===== config.mk =====
export PLATFORM = sky130hd
export DESIGN_NAME = rgb_to_hsv_converter
export DESIGN_NICKNAME = d
export VERILOG_FILES = /design/src/rtl/rgb2hsv_pkg.sv /design/src/rtl/rgb2hsv_prep.sv /design/src/rtl/rgb2hsv_div.sv /design/src/rtl/rgb2hsv_post.sv /design/src/rtl/rgb_to_hsv_converter.sv
export VERILOG_INCLUDE_DIRS = /design/src /design/src/rtl
export SDC_FILE = /design/constraint.sdc
export NUM_CORES = 1
export LEC_CHECK = 0
export ABC_CLOCK_PERIOD_IN_PS = 14700
export BUFFER_PORTS_ARGS = -buffer_cell sky130_fd_sc_hd__buf_2
export CAP_MARGIN = 0
export CORE_ASPECT_RATIO = 0.6
export CORE_UTILIZATION = 55
export CTS_CLUSTER_SIZE = 12
export DETAILED_ROUTE_END_ITERATION = 6
export GPL_ROUTABILITY_DRIVEN = 1
export PLACE_DENSITY = 0.78
export SYNTH_ARGS = -nofsm -noshare
export SYNTH_HDL_FRONTEND = slang
export SYNTH_SLANG_ARGS = --single-unit

===== constraint.sdc =====
create_clock -name clk -period 14.7 [get_ports clk]
set_input_delay 1.47 -clock clk [delete_from_list [all_inputs] [get_ports clk]]
set_output_delay 1.47 -clock clk [all_outputs]
set_load 0.02 [all_outputs]

===== src/rtl/assert_macros.svh =====
// Assertion macros for self-checking RTL, used by the converter top level.
`ifndef ASSERT_MACROS_SVH
`define ASSERT_MACROS_SVH

// Expression must hold at every rising clock edge out of reset.
`define ASSERT_ALWAYS(lbl, expr, msg) \
	lbl: assert property (@(posedge clk) disable iff (!arst_n) (expr)) else $error(msg);

// Consequent must hold in the same cycle as the antecedent.
`define ASSERT_IMPLIES(lbl, ante, cons, msg) \
	lbl: assert property (@(posedge clk) disable iff (!arst_n) (ante) |-> (cons)) \
		else $error(msg);

`endif


===== src/rtl/rgb2hsv_pkg.sv =====
// Types, constants and helpers shared by the RGB to HSV converter.
`timescale 1ns / 1ps
package rgb2hsv_pkg;

	localparam int CH_W      = 8;   // channel width
	localparam int NUM_W     = 16;  // dividend width
	localparam int Q_W       = 8;   // quotient bits, one per divider stage
	localparam int SAT_SCALE = 255;
	localparam int HUE_SCALE = 43;
	localparam int OFS_RED   = 0;
	localparam int OFS_GREEN = 85;
	localparam int OFS_BLUE  = 171;

	typedef struct packed {
		logic [CH_W-1:0] red;
		logic [CH_W-1:0] green;
		logic [CH_W-1:0] blue;
	} pixel_t;

	typedef struct packed {
		logic [CH_W-1:0] hue;
		logic [CH_W-1:0] saturation;
		logic [CH_W-1:0] brightness;
	} hsv_t;

	typedef enum logic [1:0] {
		SEC_RED,
		SEC_GREEN,
		SEC_BLUE
	} sector_t;

	// Sideband that rides along with the divisions.
	typedef struct packed {
		sector_t         sector;
		logic            neg;        // hue difference is negative
		logic            gray;       // max == min, hue and sat forced to 0
		logic [CH_W-1:0] brightness;
	} side_t;

	typedef struct packed {
		logic [NUM_W-1:0] sat_num;
		logic [CH_W-1:0]  sat_den;
		logic [NUM_W-1:0] hue_num;
		logic [CH_W-1:0]  hue_den;
		side_t            side;
	} div_in_t;

	typedef struct packed {
		logic [Q_W-1:0] sat_q;
		logic [Q_W-1:0] hue_q;
		side_t          side;
	} div_out_t;

	function automatic logic [CH_W-1:0] sector_offset(sector_t sec);
		logic [CH_W-1:0] ofs;
		unique case (sec)
			SEC_RED:   ofs = CH_W'(OFS_RED);
			SEC_GREEN: ofs = CH_W'(OFS_GREEN);
			SEC_BLUE:  ofs = CH_W'(OFS_BLUE);
			default:   ofs = CH_W'(OFS_RED);
		endcase
		return ofs;
	endfunction

endpackage


===== src/rtl/rgb2hsv_prep.sv =====
// Front end: max/min and sector pick, then dividends for saturation and hue.
`timescale 1ns / 1ps
module rgb2hsv_prep (
	input  logic                 clk,
	input  logic                 arst_n,
	input  logic                 up_valid,
	output logic                 up_stall,
	input  rgb2hsv_pkg::pixel_t  up_word,
	output logic                 dn_valid,
	input  logic                 dn_stall,
	output rgb2hsv_pkg::div_in_t dn_word
);
	import rgb2hsv_pkg::*;

	logic            valid_s1, valid_s2;
	logic            hold_s1, hold_s2;
	logic [CH_W-1:0] mx_s1, mn_s1, p_s1, n_s1;
	sector_t         sec_s1;
	div_in_t         word_s2;

	logic            r_max, g_max;
	logic [CH_W-1:0] mx, mn, p, n;
	sector_t         sec;
	logic [CH_W-1:0] delta, mag;
	logic            neg;
	div_in_t         nxt2;

	assign hold_s2  = valid_s2 && dn_stall;
	assign hold_s1  = valid_s1 && hold_s2;
	assign up_stall = hold_s1;

	// Stage 1: ties go to red, then green.
	always_comb begin
		r_max = (up_word.red >= up_word.green) && (up_word.red >= up_word.blue);
		g_max = !r_max && (up_word.green >= up_word.blue);
		mn = (up_word.red < up_word.green) ? up_word.red : up_word.green;
		mn = (up_word.blue < mn) ? up_word.blue : mn;
		if (r_max) begin
			sec = SEC_RED;
			mx  = up_word.red;
			p   = up_word.green;
			n   = up_word.blue;
		end else if (g_max) begin
			sec = SEC_GREEN;
			mx  = up_word.green;
			p   = up_word.blue;
			n   = up_word.red;
		end else begin
			sec = SEC_BLUE;
			mx  = up_word.blue;
			p   = up_word.red;
			n   = up_word.green;
		end
	end

	// Stage 2: differences and scaled dividends.
	always_comb begin
		delta = mx_s1 - mn_s1;
		neg   = p_s1 < n_s1;
		mag   = neg ? (n_s1 - p_s1) : (p_s1 - n_s1);
		nxt2.sat_num = NUM_W'(delta) * NUM_W'(SAT_SCALE);
		nxt2.sat_den = mx_s1;
		nxt2.hue_num = NUM_W'(mag) * NUM_W'(HUE_SCALE);
		nxt2.hue_den = delta;
		nxt2.side.sector     = sec_s1;
		nxt2.side.neg        = neg;
		nxt2.side.gray       = (delta == '0);
		nxt2.side.brightness = mx_s1;
	end

	always_ff @(posedge clk or negedge arst_n) begin
		if (!arst_n) begin
			valid_s1 <= 1'b0;
			valid_s2 <= 1'b0;
		end else begin
			if (!hold_s1) valid_s1 <= up_valid;
			if (!hold_s2) valid_s2 <= valid_s1;
		end
	end

	always_ff @(posedge clk) begin
		if (!hold_s1) begin
			mx_s1  <= mx;
			mn_s1  <= mn;
			p_s1   <= p;
			n_s1   <= n;
			sec_s1 <= sec;
		end
		if (!hold_s2) word_s2 <= nxt2;
	end

	assign dn_valid = valid_s2;
	assign dn_word  = word_s2;
endmodule


===== src/rtl/rgb2hsv_div.sv =====
// Twin restoring dividers, one quotient bit per pipeline stage.
`timescale 1ns / 1ps
module rgb2hsv_div (
	input  logic                  clk,
	input  logic                  arst_n,
	input  logic                  up_valid,
	output logic                  up_stall,
	input  rgb2hsv_pkg::div_in_t  up_word,
	output logic                  dn_valid,
	input  logic                  dn_stall,
	output rgb2hsv_pkg::div_out_t dn_word
);
	import rgb2hsv_pkg::*;

	typedef struct packed {
		logic [NUM_W-1:0] sat_rem;
		logic [CH_W-1:0]  sat_den;
		logic [Q_W-1:0]   sat_q;
		logic [NUM_W-1:0] hue_rem;
		logic [CH_W-1:0]  hue_den;
		logic [Q_W-1:0]   hue_q;
		side_t            side;
	} div_stage_t;

	div_stage_t         cur [Q_W+1];
	div_stage_t         nxt [Q_W];
	div_stage_t         stage_s [Q_W];
	logic [Q_W-1:0]     valid_s;
	logic [Q_W-1:0]     hold;

	assign cur[0] = '{
		sat_rem: up_word.sat_num,
		sat_den: up_word.sat_den,
		sat_q:   '0,
		hue_rem: up_word.hue_num,
		hue_den: up_word.hue_den,
		hue_q:   '0,
		side:    up_word.side
	};

	assign up_stall = hold[0];

	for (genvar k = 0; k < Q_W; k++) begin : g_stage
		localparam int BIT = Q_W - 1 - k;

		logic [NUM_W-1:0] sat_sh, hue_sh;
		logic             sat_ge, hue_ge;

		if (k == Q_W - 1) begin : g_last
			assign hold[k] = valid_s[k] && dn_stall;
		end else begin : g_mid
			assign hold[k] = valid_s[k] && hold[k+1];
		end

		always_comb begin
			sat_sh = NUM_W'(cur[k].sat_den) << BIT;
			hue_sh = NUM_W'(cur[k].hue_den) << BIT;
			sat_ge = cur[k].sat_rem >= sat_sh;
			hue_ge = cur[k].hue_rem >= hue_sh;
			nxt[k] = cur[k];
			if (sat_ge) begin
				nxt[k].sat_rem    = cur[k].sat_rem - sat_sh;
				nxt[k].sat_q[BIT] = 1'b1;
			end
			if (hue_ge) begin
				nxt[k].hue_rem    = cur[k].hue_rem - hue_sh;
				nxt[k].hue_q[BIT] = 1'b1;
			end
		end

		always_ff @(posedge clk or negedge arst_n) begin
			if (!arst_n) begin
				valid_s[k] <= 1'b0;
			end else if (!hold[k]) begin
				valid_s[k] <= (k == 0) ? up_valid : valid_s[(k == 0) ? 0 : k-1];
			end
		end

		always_ff @(posedge clk) begin
			if (!hold[k]) stage_s[k] <= nxt[k];
		end

		assign cur[k+1] = stage_s[k];
	end

	assign dn_valid      = valid_s[Q_W-1];
	assign dn_word.sat_q = cur[Q_W].sat_q;
	assign dn_word.hue_q = cur[Q_W].hue_q;
	assign dn_word.side  = cur[Q_W].side;
endmodule


===== src/rtl/rgb2hsv_post.sv =====
// Back end: sector offset plus signed quotient, gray forcing, output register.
`timescale 1ns / 1ps
module rgb2hsv_post (
	input  logic                  clk,
	input  logic                  arst_n,
	input  logic                  up_valid,
	output logic                  up_stall,
	input  rgb2hsv_pkg::div_out_t up_word,
	output logic                  dn_valid,
	input  logic                  dn_stall,
	output rgb2hsv_pkg::hsv_t     dn_word
);
	import rgb2hsv_pkg::*;

	logic            valid_q;
	logic            hold;
	hsv_t            word_q;
	hsv_t            nxt;
	logic [CH_W-1:0] ofs;

	assign hold     = valid_q && dn_stall;
	assign up_stall = hold;

	always_comb begin
		ofs = sector_offset(up_word.side.sector);
		nxt.brightness = up_word.side.brightness;
		if (up_word.side.gray) begin
			nxt.hue        = '0;
			nxt.saturation = '0;
		end else begin
			nxt.saturation = up_word.sat_q;
			// hue wraps mod 256
			nxt.hue = up_word.side.neg ? (ofs - up_word.hue_q) : (ofs + up_word.hue_q);
		end
	end

	always_ff @(posedge clk or negedge arst_n) begin
		if (!arst_n) begin
			valid_q <= 1'b0;
		end else if (!hold) begin
			valid_q <= up_valid;
		end
	end

	always_ff @(posedge clk) begin
		if (!hold) word_q <= nxt;
	end

	assign dn_valid = valid_q;
	assign dn_word  = word_q;
endmodule


===== src/rtl/rgb_to_hsv_converter.sv =====
// RGB to HSV converter: 8-bit pixel in, 8-bit hue, saturation and value out.
//
// Takes one pixel word per clock while pixel_stall is low and returns one
// HSV word per pixel, in order. From input accept to output valid a pixel
// passes two front-end stages (max/min/sector, then channel differences and
// the dividends 255*(max-min) and 43*|diff|), eight divider stages that each
// settle one quotient bit for saturation and hue side by side, and one output
// register that adds the sector offset (0, 85, 171) and wraps hue mod 256.
// Throughput is one pixel per cycle while hsv_stall stays low. Every stage
// keeps its own valid bit and holds only while it is full and the stage after
// it holds, so bubbles get squeezed out under backpressure and pixel_stall
// rises only when every stage holds a word. Gray and black pixels give hue
// and saturation of zero; ties for the max go to red, then green.
`timescale 1ns / 1ps
`include "assert_macros.svh"
module rgb_to_hsv_converter (
	input  logic                clk,
	input  logic                arst_n,
	// pixel side
	input  logic                pixel_valid,
	output logic                pixel_stall,
	input  rgb2hsv_pkg::pixel_t pixel,
	// HSV side
	output logic                hsv_valid,
	input  logic                hsv_stall,
	output rgb2hsv_pkg::hsv_t   hsv
);
	import rgb2hsv_pkg::*;

	logic     prep_valid, prep_stall;
	div_in_t  prep_word;
	logic     div_valid, div_stall;
	div_out_t div_word;

	rgb2hsv_prep u_prep (
		.clk      (clk),
		.arst_n   (arst_n),
		.up_valid (pixel_valid),
		.up_stall (pixel_stall),
		.up_word  (pixel),
		.dn_valid (prep_valid),
		.dn_stall (prep_stall),
		.dn_word  (prep_word)
	);

	rgb2hsv_div u_div (
		.clk      (clk),
		.arst_n   (arst_n),
		.up_valid (prep_valid),
		.up_stall (prep_stall),
		.up_word  (prep_word),
		.dn_valid (div_valid),
		.dn_stall (div_stall),
		.dn_word  (div_word)
	);

	rgb2hsv_post u_post (
		.clk      (clk),
		.arst_n   (arst_n),
		.up_valid (div_valid),
		.up_stall (div_stall),
		.up_word  (div_word),
		.dn_valid (hsv_valid),
		.dn_stall (hsv_stall),
		.dn_word  (hsv)
	);

	// Backpressure at the input can only come from a stalled output.
	`ASSERT_IMPLIES(a_stall_origin, pixel_stall, hsv_valid && hsv_stall, "input stall without output stall")
	// Black pixel gives zero hue and saturation.
	`ASSERT_IMPLIES(a_black, hsv_valid && (hsv.brightness == '0), (hsv.hue == '0) && (hsv.saturation == '0), "black pixel with nonzero hue or saturation")
	// Zero saturation means zero hue.
	`ASSERT_IMPLIES(a_gray, hsv_valid && (hsv.saturation == '0), hsv.hue == '0, "gray pixel with nonzero hue")
	// Saturation above zero only from a full divider word with a nonzero max.
	`ASSERT_IMPLIES(a_sat_src, div_valid && !div_word.side.gray, div_word.side.brightness != '0, "colored word with zero brightness")
endmodule


==> results of run 1 <==
==> stage by stage <==
step | hold slack (ps) | util | instances
2_1_floorplan | 400.3 | - | 2453
3_3_place_gp | 400.3 | 0.5796 | 3210
3_5_place_dp | 404.5 | 0.5796 | 3210
4_1_cts | 394.2 | 0.6076 | 3292
5_1_grt | 419.1 | 0.6076 | 3292
6_report | 397.4 | 0.6076 | 3292
==> layout make-up <==
| class | instances | area share |
|---|---|---|
| Timing Repair Buffer | 69 | 0.01169 |
| Clock buffer | 76 | 0.04445 |
| Inverter | 327 | 0.03723 |
| Multi-Input combinational cell | 1541 | 0.3703 |
| Sequential cell | 559 | 0.5075 |
| Tap cell | 714 | 0.02710 |
| Clock inverter | 6 | 0.001670 |
==> worst max-delay path, delay by kind of cell (launching register included) <==
family                   cells  cell delay (ps)
AND/OR/NAND/NOR              1              370
buffers and inverters        4              270
adder cells (fa/ha/maj)      6             2050
multiplexers                 1              390
XOR/XNOR                     2              380
flip-flops                   1              390
AO/OA/AOI/OAI                9             2240
==> state kept, by name, summed over array words and instances, names as in the netlist <==
signal           count
u_div.stage_s      441
u_prep.dn_word      49
u_post.dn_word      24
u_prep.mn_s1         8
u_prep.mx_s1         8
u_prep.n_s1          8
u_prep.p_s1          8
u_div.valid_s        7
u_prep.sec_s1        2
u_div.dn_valid       1
u_post.dn_valid      1
u_prep.dn_valid      1
u_prep.valid_s1      1
==> cell families after synthesis <==
group,after synthesis,share of synthesized area
DFF,559,0.5530
muxes,105,0.03639
adders and majority gates,316,0.1428
xor gates and xnor gates,151,0.04421
buffers and inverters,353,0.04433
and+or+nand+nor,542,0.09156
AOI/OAI and AO/OA,427,0.08764
==> per-layer routing <==
layer / part of all wire / up-vias
met2: 0.43 / 600
met4: 0.014 / 0
li1: - / 9001
met1: 0.48 / 8980
met5: 0 / -
met3: 0.071 / 72
==> worst paths after layout <==
path | to | from
setup / recovery | u_prep.dn_word[32]$_DFFE_PN_ | u_prep.p_s1[0]$_DFFE_PN_
hold / removal | u_div.stage_s[0][160]$_DFFE_PN_ | u_div.stage_s[0][84]$_DFFE_PN_
setup reg to reg | u_prep.dn_word[32]$_DFFE_PN_ | u_prep.p_s1[0]$_DFFE_PN_
hold reg to reg | u_div.stage_s[0][160]$_DFFE_PN_ | u_div.stage_s[0][84]$_DFFE_PN_
max in group asynchronous | u_div.valid_s[6]$_DFFE_PN0N_ | arst_n
min in group asynchronous | u_prep.valid_s1$_DFFE_PN0N_ | arst_n
==> layout by cell type (no fill, tap or decap), types with 43 or more instances in the layout <==
master | netlist | routed
clkbuf_16 | 0 | 55
xnor2_1 | 93 | 93
a21o_1 | 44 | 44
nor2b_1 | 53 | 53
fa_1 | 49 | 49
inv_1 | 326 | 323
ha_1 | 267 | 267
nor2_1 | 151 | 151
nor3_1 | 43 | 43
nand2_1 | 120 | 118
o21ai_0 | 131 | 131
xor2_1 | 56 | 56
buf_2 | 7 | 53
a21oi_1 | 116 | 115
edfxtp_1 | 548 | 548
mux2i_1 | 65 | 65
==> cell usage after synthesis (all sizes together), types with 6 or more instances <==
master,count
edfxtp,548
inv,327
ha,267
nor2,151
o21ai,133
nand2,120
a21oi,116
xnor2,94
mux2i,65
xor2,57
nor2b,53
fa,49
a21o,44
nor3,44
mux2,40
nand2b,37
o21a,30
nand4,24
nor4,19
clkbuf,18
or3,18
a21boi,16
nand3,15
a211oi,12
a31oi,11
dfrtp,11
o31ai,11
nor4b,10
or4,9
buf,8
o31a,8
a2111oi,7
and3,7
or2,7
nand3b,6
nand4b,6
o211ai,6
or4b,6
==> results.yml, run 1 <==
global_route:
  grt_pass1_wl_mm: 95.45
  use_met3: 0.03585
  grt_overflow: 0
  grt_pass1_vias: 18330
  grt_busiest_layer: "met2"
  antenna_found_initial: 3
  grt_max_degree: 67
  met1_usage: 0.3233
  grt_usage: 0.2144
  grt_use_met2: 0.3289
worst_hold_path:
  worstHoldPathType: "flip-flop to flip-flop"
  whs_path_depth: 0
finish:
  design_area_mm2: 0.03297
  layout.nets: 2896
  seqCellArea_mm2: 0.01673
  diodes: 0
  nFillCells: 3987
  layout-drive-gt1-share: 0.07874
  layout-area-overhead-vs-synth_pct: 8.962
  multi_input_area_mm2: 0.01221
floorplan:
  die_area_mm2: 0.05598
  die-height_um: 183.7
  pin_count: 54
  start_util: 0.5576
  core_area_mm2: 0.05425
  fp.dieW_um: 304.8
  num_rows: 66
timing:
  tightest_slew_ps: 1169
  fin_skew_ps: 20.05
  rsz0062_at_grt: "false"
  setup_slack_ps: 8354
  hold_viol_final: 0
  report.final.slew_viol_count: 0
  maxSlewHeadroom: 0.2190
  max_freq_mhz: 157.6
  final.min_clock_period_ps: 6346
  fin_crit_sh: 0.4317
  fin_setup_tns_ps: 0
  setup_viol: 0
logic_synthesis:
  synth_cell_types: 72
  synth_area_leaders: "edfxtp_1, ha_1, inv_1, fa_1, xnor2_1"
  ys_seq_elements: 559
  yosysWarnings: 0
  ys_async_sr_fraction: 0.01968
  syn_inst: 2453
  seq_area_frac_synth: 0.5530
  synth_area_mm2: 0.03025
  syn_nets: 2797
  synth_largest_area_cell: "edfxtp_1"
  synth_top_area_frac: 0.5439
  synth-edff-count: 548
  ys.flop_type: "edfxtp_1"
  avgSynthCellArea_um2: 12.33
clock_tree:
  cts_root_buf: "clkbuf_16"
  max-clock-path-buffers: 3
  cts_setup_buffers: 0
  clkTransAtPathRegs_ps: 60
  cts_buffers: 54
  clk_latency_ps: 600
  tritoncts: "built"
  h-tree-depth: 2
  cts_sinks: 559
  ctsHoldBuffers: 0
  cts-resized-gates: 0
placed_design:
  port_buffers: 53
  place_ws_ps: 8486
  gp_congestion: 0.9165
  dpl_cell_area_mm2: 0.03145
  dp_hpwl_mm: 44.59
routing:
  wire_per_inst_um: 17.95
  drt-total-wl_mm: 59.10
  via_per_inst: 5.666
  drtAntennaViolNets: 0
  firstDrtPassIters: 6
  drt_iter0_markers: 1746
  drc: 0
  via_count: 18650
setup_path:
  worstPathRequired_ps: 15030
  slowest_stage: "fa_1"
  critPathLaunchType: "flip-flop"
  worstRegToRegCells: 23
  path_max_fanout: 9
  worstSetupPathType: "flip-flop to flip-flop"
  end_kind: "flip-flop"
  path_cells: "inv_1 -> ha_1 -> inv_1 -> fa_1 -> a211oi_1 -> o211ai_1 -> nand2_1 -> mux2_2 -> o21ai_0 -> xnor2_1 -> ha_1 -> ha_1 -> inv_1 -> fa_1 -> inv_1 -> ha_1 -> a21o_1 -> a21oi_1 -> o21ai_0 -> a2111o_1 -> a31o_2 -> a21oi_1 -> xnor2_1"
  cp.arrival_ps: 6680
  slowest_delay_ps: 580
  reg2reg_setup_slack_ps: 8350
run_status:
  status: "complete, no violations"
job:
  maxCapViolCount: 0
Power of run 1 is not shown: default switching activity piles up to over one toggle a cycle in this logic, so the estimate is an artifact.
==> run 2, diff against run 1 <==
ABC_CLOCK_PERIOD_IN_PS = 6600   (was 14700)
clock period = 6.6 ns   (was 14.7 ns; I/O delays follow)
==> results.yml, run 2 (synthesized netlist as in run 1, its figures left out) <==
setup_path:
  critPathLaunchType: "flip-flop"
  critPathLaunch: "u_prep.mx_s1[1]$_DFFE_PN_"
  crit_family: "adder cells"
  slowest_delay_ps: 610
  end_kind: "flip-flop"
  slowest_stage: "fa_1"
  reg2reg_from: "u_prep.mx_s1[1]$_DFFE_PN_"
  path_cells: "ha_1 -> nor2b_1 -> o31a_1 -> o311ai_0 -> o211a_1 -> inv_1 -> fa_1 -> fa_1 -> fa_1 -> fa_1 -> inv_1 -> ha_1 -> o21a_1 -> o31a_1 -> o31a_1 -> o21ai_0 -> o21ai_0 -> a31oi_1 -> xnor2_1"
  worstPathRequired_ps: 6940
  cp.arrival_ps: 6450
  path_max_fanout: 5
  path_buf_inv: 2
  crit_top_cell: "fa_1"
  worstSetupPathType: "flip-flop to flip-flop"
routing:
  drc: 0
  wl_met2_mm: 24.94
  wl_met1_mm: 28.75
  highest_layer: "met4"
  drt-total-wl_mm: 59.09
  via_per_inst: 5.684
  dr_wl_met3_mm: 4.178
  firstDrtPassIters: 6
  drtAntennaViolNets: 0
  via_count: 18750
  wire_per_inst_um: 17.92
  drt_iter0_markers: 1640
finish:
  final_common_cell: "edfxtp_1"
  layout-drive-gt1-share: 0.08050
  largest_reg_flops: 441
  design_area_mm2: 0.03306
  nFillCells: 4102
  mostFrequentLayoutCells: "edfxtp_1, inv_1, ha_1"
  layout.nets: 2900
  layout-area-overhead-vs-synth_pct: 9.285
  diodes: 0
  top_register: "u_div.stage_s"
global_route:
  grt_max_degree: 67
  grt_overflow: 0
  grt_usage: 0.2136
  antenna_found_initial: 0
  grt_pass1_wl_mm: 96.10
  grt_pass1_vias: 18640
placed_design:
  port_buffers: 53
  dpl_cell_area_mm2: 0.03146
  dp_hpwl_mm: 44.20
  gp_congestion: 0.9061
timing:
  hold_viol_final: 0
  fin_skew_ps: 40.20
  final.min_clock_period_ps: 6118
  report.final.slew_viol_count: 0
  fin_setup_tns_ps: 0
  rsz0062_at_grt: "false"
  fin_crit_sh: 0.9270
  maxSlewHeadroom: 0.1290
  tightest_slew_ps: 1304
  max_freq_mhz: 163.4
  setup_viol: 0
clock_tree:
  tritoncts: "built"
  cts_sinks: 559
  h-tree-depth: 2
  clk_latency_ps: 620
  clkTransAtPathRegs_ps: 70
  cts_root_buf: "clkbuf_16"
  cts_buffers: 55
  cts_setup_buffers: 0
  max-clock-path-buffers: 3
worst_hold_path:
  min_from: "pixel_valid"
  worstHoldPathType: "input pin to flip-flop"
job:
  maxCapViolCount: 0
floorplan:
  die_area_mm2: 0.05598
  num_rows: 66
  pin_count: 54
  start_util: 0.5576
  core_area_mm2: 0.05425
  die-height_um: 183.7
  fp.dieW_um: 304.8
run_status:
  status: "complete, no violations"
-- run 2: cell type report --
type | instances | area [um^2] | area share
timing repair buffer | 72 | 410.4 | 0.01241
multi-input combinational | 1541 | 12210 | 0.3692
sequential | 559 | 16730 | 0.5060
inverter | 327 | 1227 | 0.03712
clock buffer | 72 | 1450 | 0.04386
clock inverter | 13 | 142.6 | 0.004314
tap | 714 | 893.4 | 0.02702
-- run 2: metrics by stage --
stage                     setup WS, ps  cells    util  hold slack, ps
after global routing             120.7   3298  0.6094           248.7
after floorplan                  961.8   2453       -           364.4
after global placement           753.6   3212  0.5799           401.3
after CTS                        518.8   3298  0.6094           216.1
after detailed placement         599.9   3212  0.5799           404.5
final                            481.8   3298  0.6094           245.4
-- run 2: timing repair --
| item | 4_1_cts | 5_1_grt |
|---|---|---|
| hold buffers | 1 | 0 |
| endpoints found under the hold margin | 11 | 0 |
| gates resized for setup | 0 | 0 |
-- run 2: worst register-to-register path, cell delays in order (launching register included) --
cell,delay [ps]
edfxtp_1,430
ha_1,290
nor2b_1,140
o31a_1,290
o311ai_0,350
o211a_1,370
inv_1,180
fa_1,610
fa_1,480
fa_1,530
fa_1,540
inv_1,40
ha_1,330
o21a_1,130
o31a_1,120
o31a_1,270
o21ai_0,230
o21ai_0,200
a31oi_1,250
xnor2_1,100
-- run 2: path summary, 6_finish.rpt --
| path | to | slack (ps) | depth (start not counted) |
|---|---|---|---|
| setup / recovery | u_prep.dn_word[59]$_DFFE_PN_ | 480 | 19 |
| hold / removal | u_prep.valid_s1$_DFFE_PN0N_ | 250 | 2 |
| setup reg to reg | u_prep.dn_word[59]$_DFFE_PN_ | 480 | 19 |
| hold reg to reg | u_div.stage_s[0][238]$_DFFE_PN_ | 400 | 0 |
| max in group asynchronous | u_div.dn_valid$_DFFE_PN0N_ | 5950 | 2 |
| min in group asynchronous | u_div.valid_s[0]$_DFFE_PN0N_ | 450 | 2 |
-- run 2: metal layers --
layer  GRT usage  vias to the layer above
met1      0.3201                     8999
li1            -                     9008
met5           0                        -
met4     0.05152                        0
met3     0.03781                       92
met2      0.3232                      648
Power of run 2 is left out for the same reason.
==> run 3, diff against run 2 <==
PLACE_DENSITY = 0.71   (was 0.78)
==> results.yml, run 3 (synthesized netlist as in run 1, its figures left out) <==
run_status:
  status: "complete, no violations"
placed_design:
  gp_congestion: 0.8944
  port_buffers: 53
  dp_hpwl_mm: 43.01
  place_ws_ps: 509.8
  dpl_cell_area_mm2: 0.03145
worst_hold_path:
  worstHoldPathType: "input pin to flip-flop"
  min_from: "pixel_valid"
finish:
  mostFrequentLayoutCells: "edfxtp_1, inv_1, ha_1"
  nFillCells: 4168
  layout-area-overhead-vs-synth_pct: 9.049
  utilization: 0.6081
  design_area_mm2: 0.03299
  layout.nets: 2898
  largest_reg_flops: 441
  final_common_cell: "edfxtp_1"
  layout-drive-gt1-share: 0.07916
  top_register: "u_div.stage_s"
  diodes: 0
global_route:
  grt_pass1_wl_mm: 94.02
  grt_overflow: 0
  antenna_found_initial: 0
  grt_max_degree: 67
  grt_pass1_vias: 18350
  grt_usage: 0.2067
routing:
  wire_per_inst_um: 17.05
  drtAntennaViolNets: 0
  via_per_inst: 5.561
  firstDrtPassIters: 5
  drc: 0
  via_count: 18300
  drt-total-wl_mm: 56.10
  drt_iter0_markers: 1479
timing:
  fin_skew_ps: 28.52
  fin_crit_sh: 0.9349
  hold_viol_final: 0
  maxSlewHeadroom: 0.2484
  max_freq_mhz: 162.1
  setup_slack_ps: 429.9
  tightest_slew_ps: 1125
  final.min_clock_period_ps: 6170
  rsz0062_at_grt: "false"
  report.final.slew_viol_count: 0
  fin_setup_tns_ps: 0
  setup_viol: 0
floorplan:
  die-height_um: 183.7
  fp.dieW_um: 304.8
  start_util: 0.5576
  core_area_mm2: 0.05425
  die_area_mm2: 0.05598
  pin_count: 54
  num_rows: 66
clock_tree:
  cts_setup_buffers: 0
  cts_root_buf: "clkbuf_16"
  ctsHoldBuffers: 1
  cts-resized-gates: 0
  cts_buffers: 54
  clkTransAtPathRegs_ps: 60
  cts_sinks: 559
  tritoncts: "built"
  clk_latency_ps: 610
  max-clock-path-buffers: 3
  h-tree-depth: 2
setup_path:
  end_kind: "flip-flop"
  worstSetupPathType: "flip-flop to flip-flop"
  critPathLaunchType: "flip-flop"
  critPathLaunch: "u_prep.mx_s1[1]$_DFFE_PN_"
  reg2reg_from: "u_prep.mx_s1[1]$_DFFE_PN_"
  slowest_stage: "fa_1"
  crit_top_cell: "fa_1"
  cp.arrival_ps: 6510
  slowest_delay_ps: 630
  path_cells: "ha_1 -> nor2b_1 -> o31a_1 -> o311ai_0 -> o211a_1 -> inv_1 -> fa_1 -> fa_1 -> fa_1 -> fa_1 -> inv_1 -> ha_1 -> o21a_1 -> o31a_1 -> o31a_1 -> o21ai_0 -> o21ai_0 -> a31oi_1 -> xnor2_1"
  crit_family: "adder cells"
  path_buf_inv: 2
  worstPathRequired_ps: 6940
  path_max_fanout: 5
job:
  maxCapViolCount: 0
[run 3: final timing paths]
path | endpoint | slack (ps) | cells past startpoint
worst max register to register | u_prep.dn_word[59]$_DFFE_PN_ | 430 | 19
worst min register to register | u_div.stage_s[1][125]$_DFFE_PN_ | 400 | 0
max in group asynchronous | u_post.dn_valid$_DFFE_PN0N_ | 5950 | 2
min in group asynchronous | u_prep.valid_s1$_DFFE_PN0N_ | 450 | 2
worst max-delay path | u_prep.dn_word[59]$_DFFE_PN_ | 430 | 19
worst min-delay path | u_prep.valid_s1$_DFFE_PN0N_ | 250 | 2
[run 3: layer usage]
| layer | global-route usage | vias to the layer above | wire (um) |
|---|---|---|---|
| li1 | - | 9016 | - |
| met1 | 0.2963 | 8793 | 27400 |
| met4 | 0.04283 | 0 | 795 |
| met5 | 0 | - | 0 |
| met2 | 0.3370 | 427 | 25190 |
| met3 | 0.03043 | 65 | 2722 |
[run 3: per-stage QoR]
| stage | std cells | hold WS (ps) |
|---|---|---|
| 3_5_place_dp | 3211 | 404.5 |
| 2_1_floorplan | 2453 | 364.4 |
| 3_3_place_gp | 3211 | 404.2 |
| 4_1_cts | 3291 | 214.0 |
| 5_1_grt | 3291 | 237.1 |
| 6_report | 3291 | 248.1 |
[run 3: layout make-up]
class	count	area, um^2	area share
inverters	327	1227	0.03720
multi-input cells	1541	12210	0.3700
clock buffers	71	1415	0.04289
clock inverters	8	113.9	0.003451
flip-flops and latches	559	16730	0.5071
well taps	714	893.4	0.02708
repair buffers	71	402.9	0.01221
Power of run 3 is left out for the same reason.
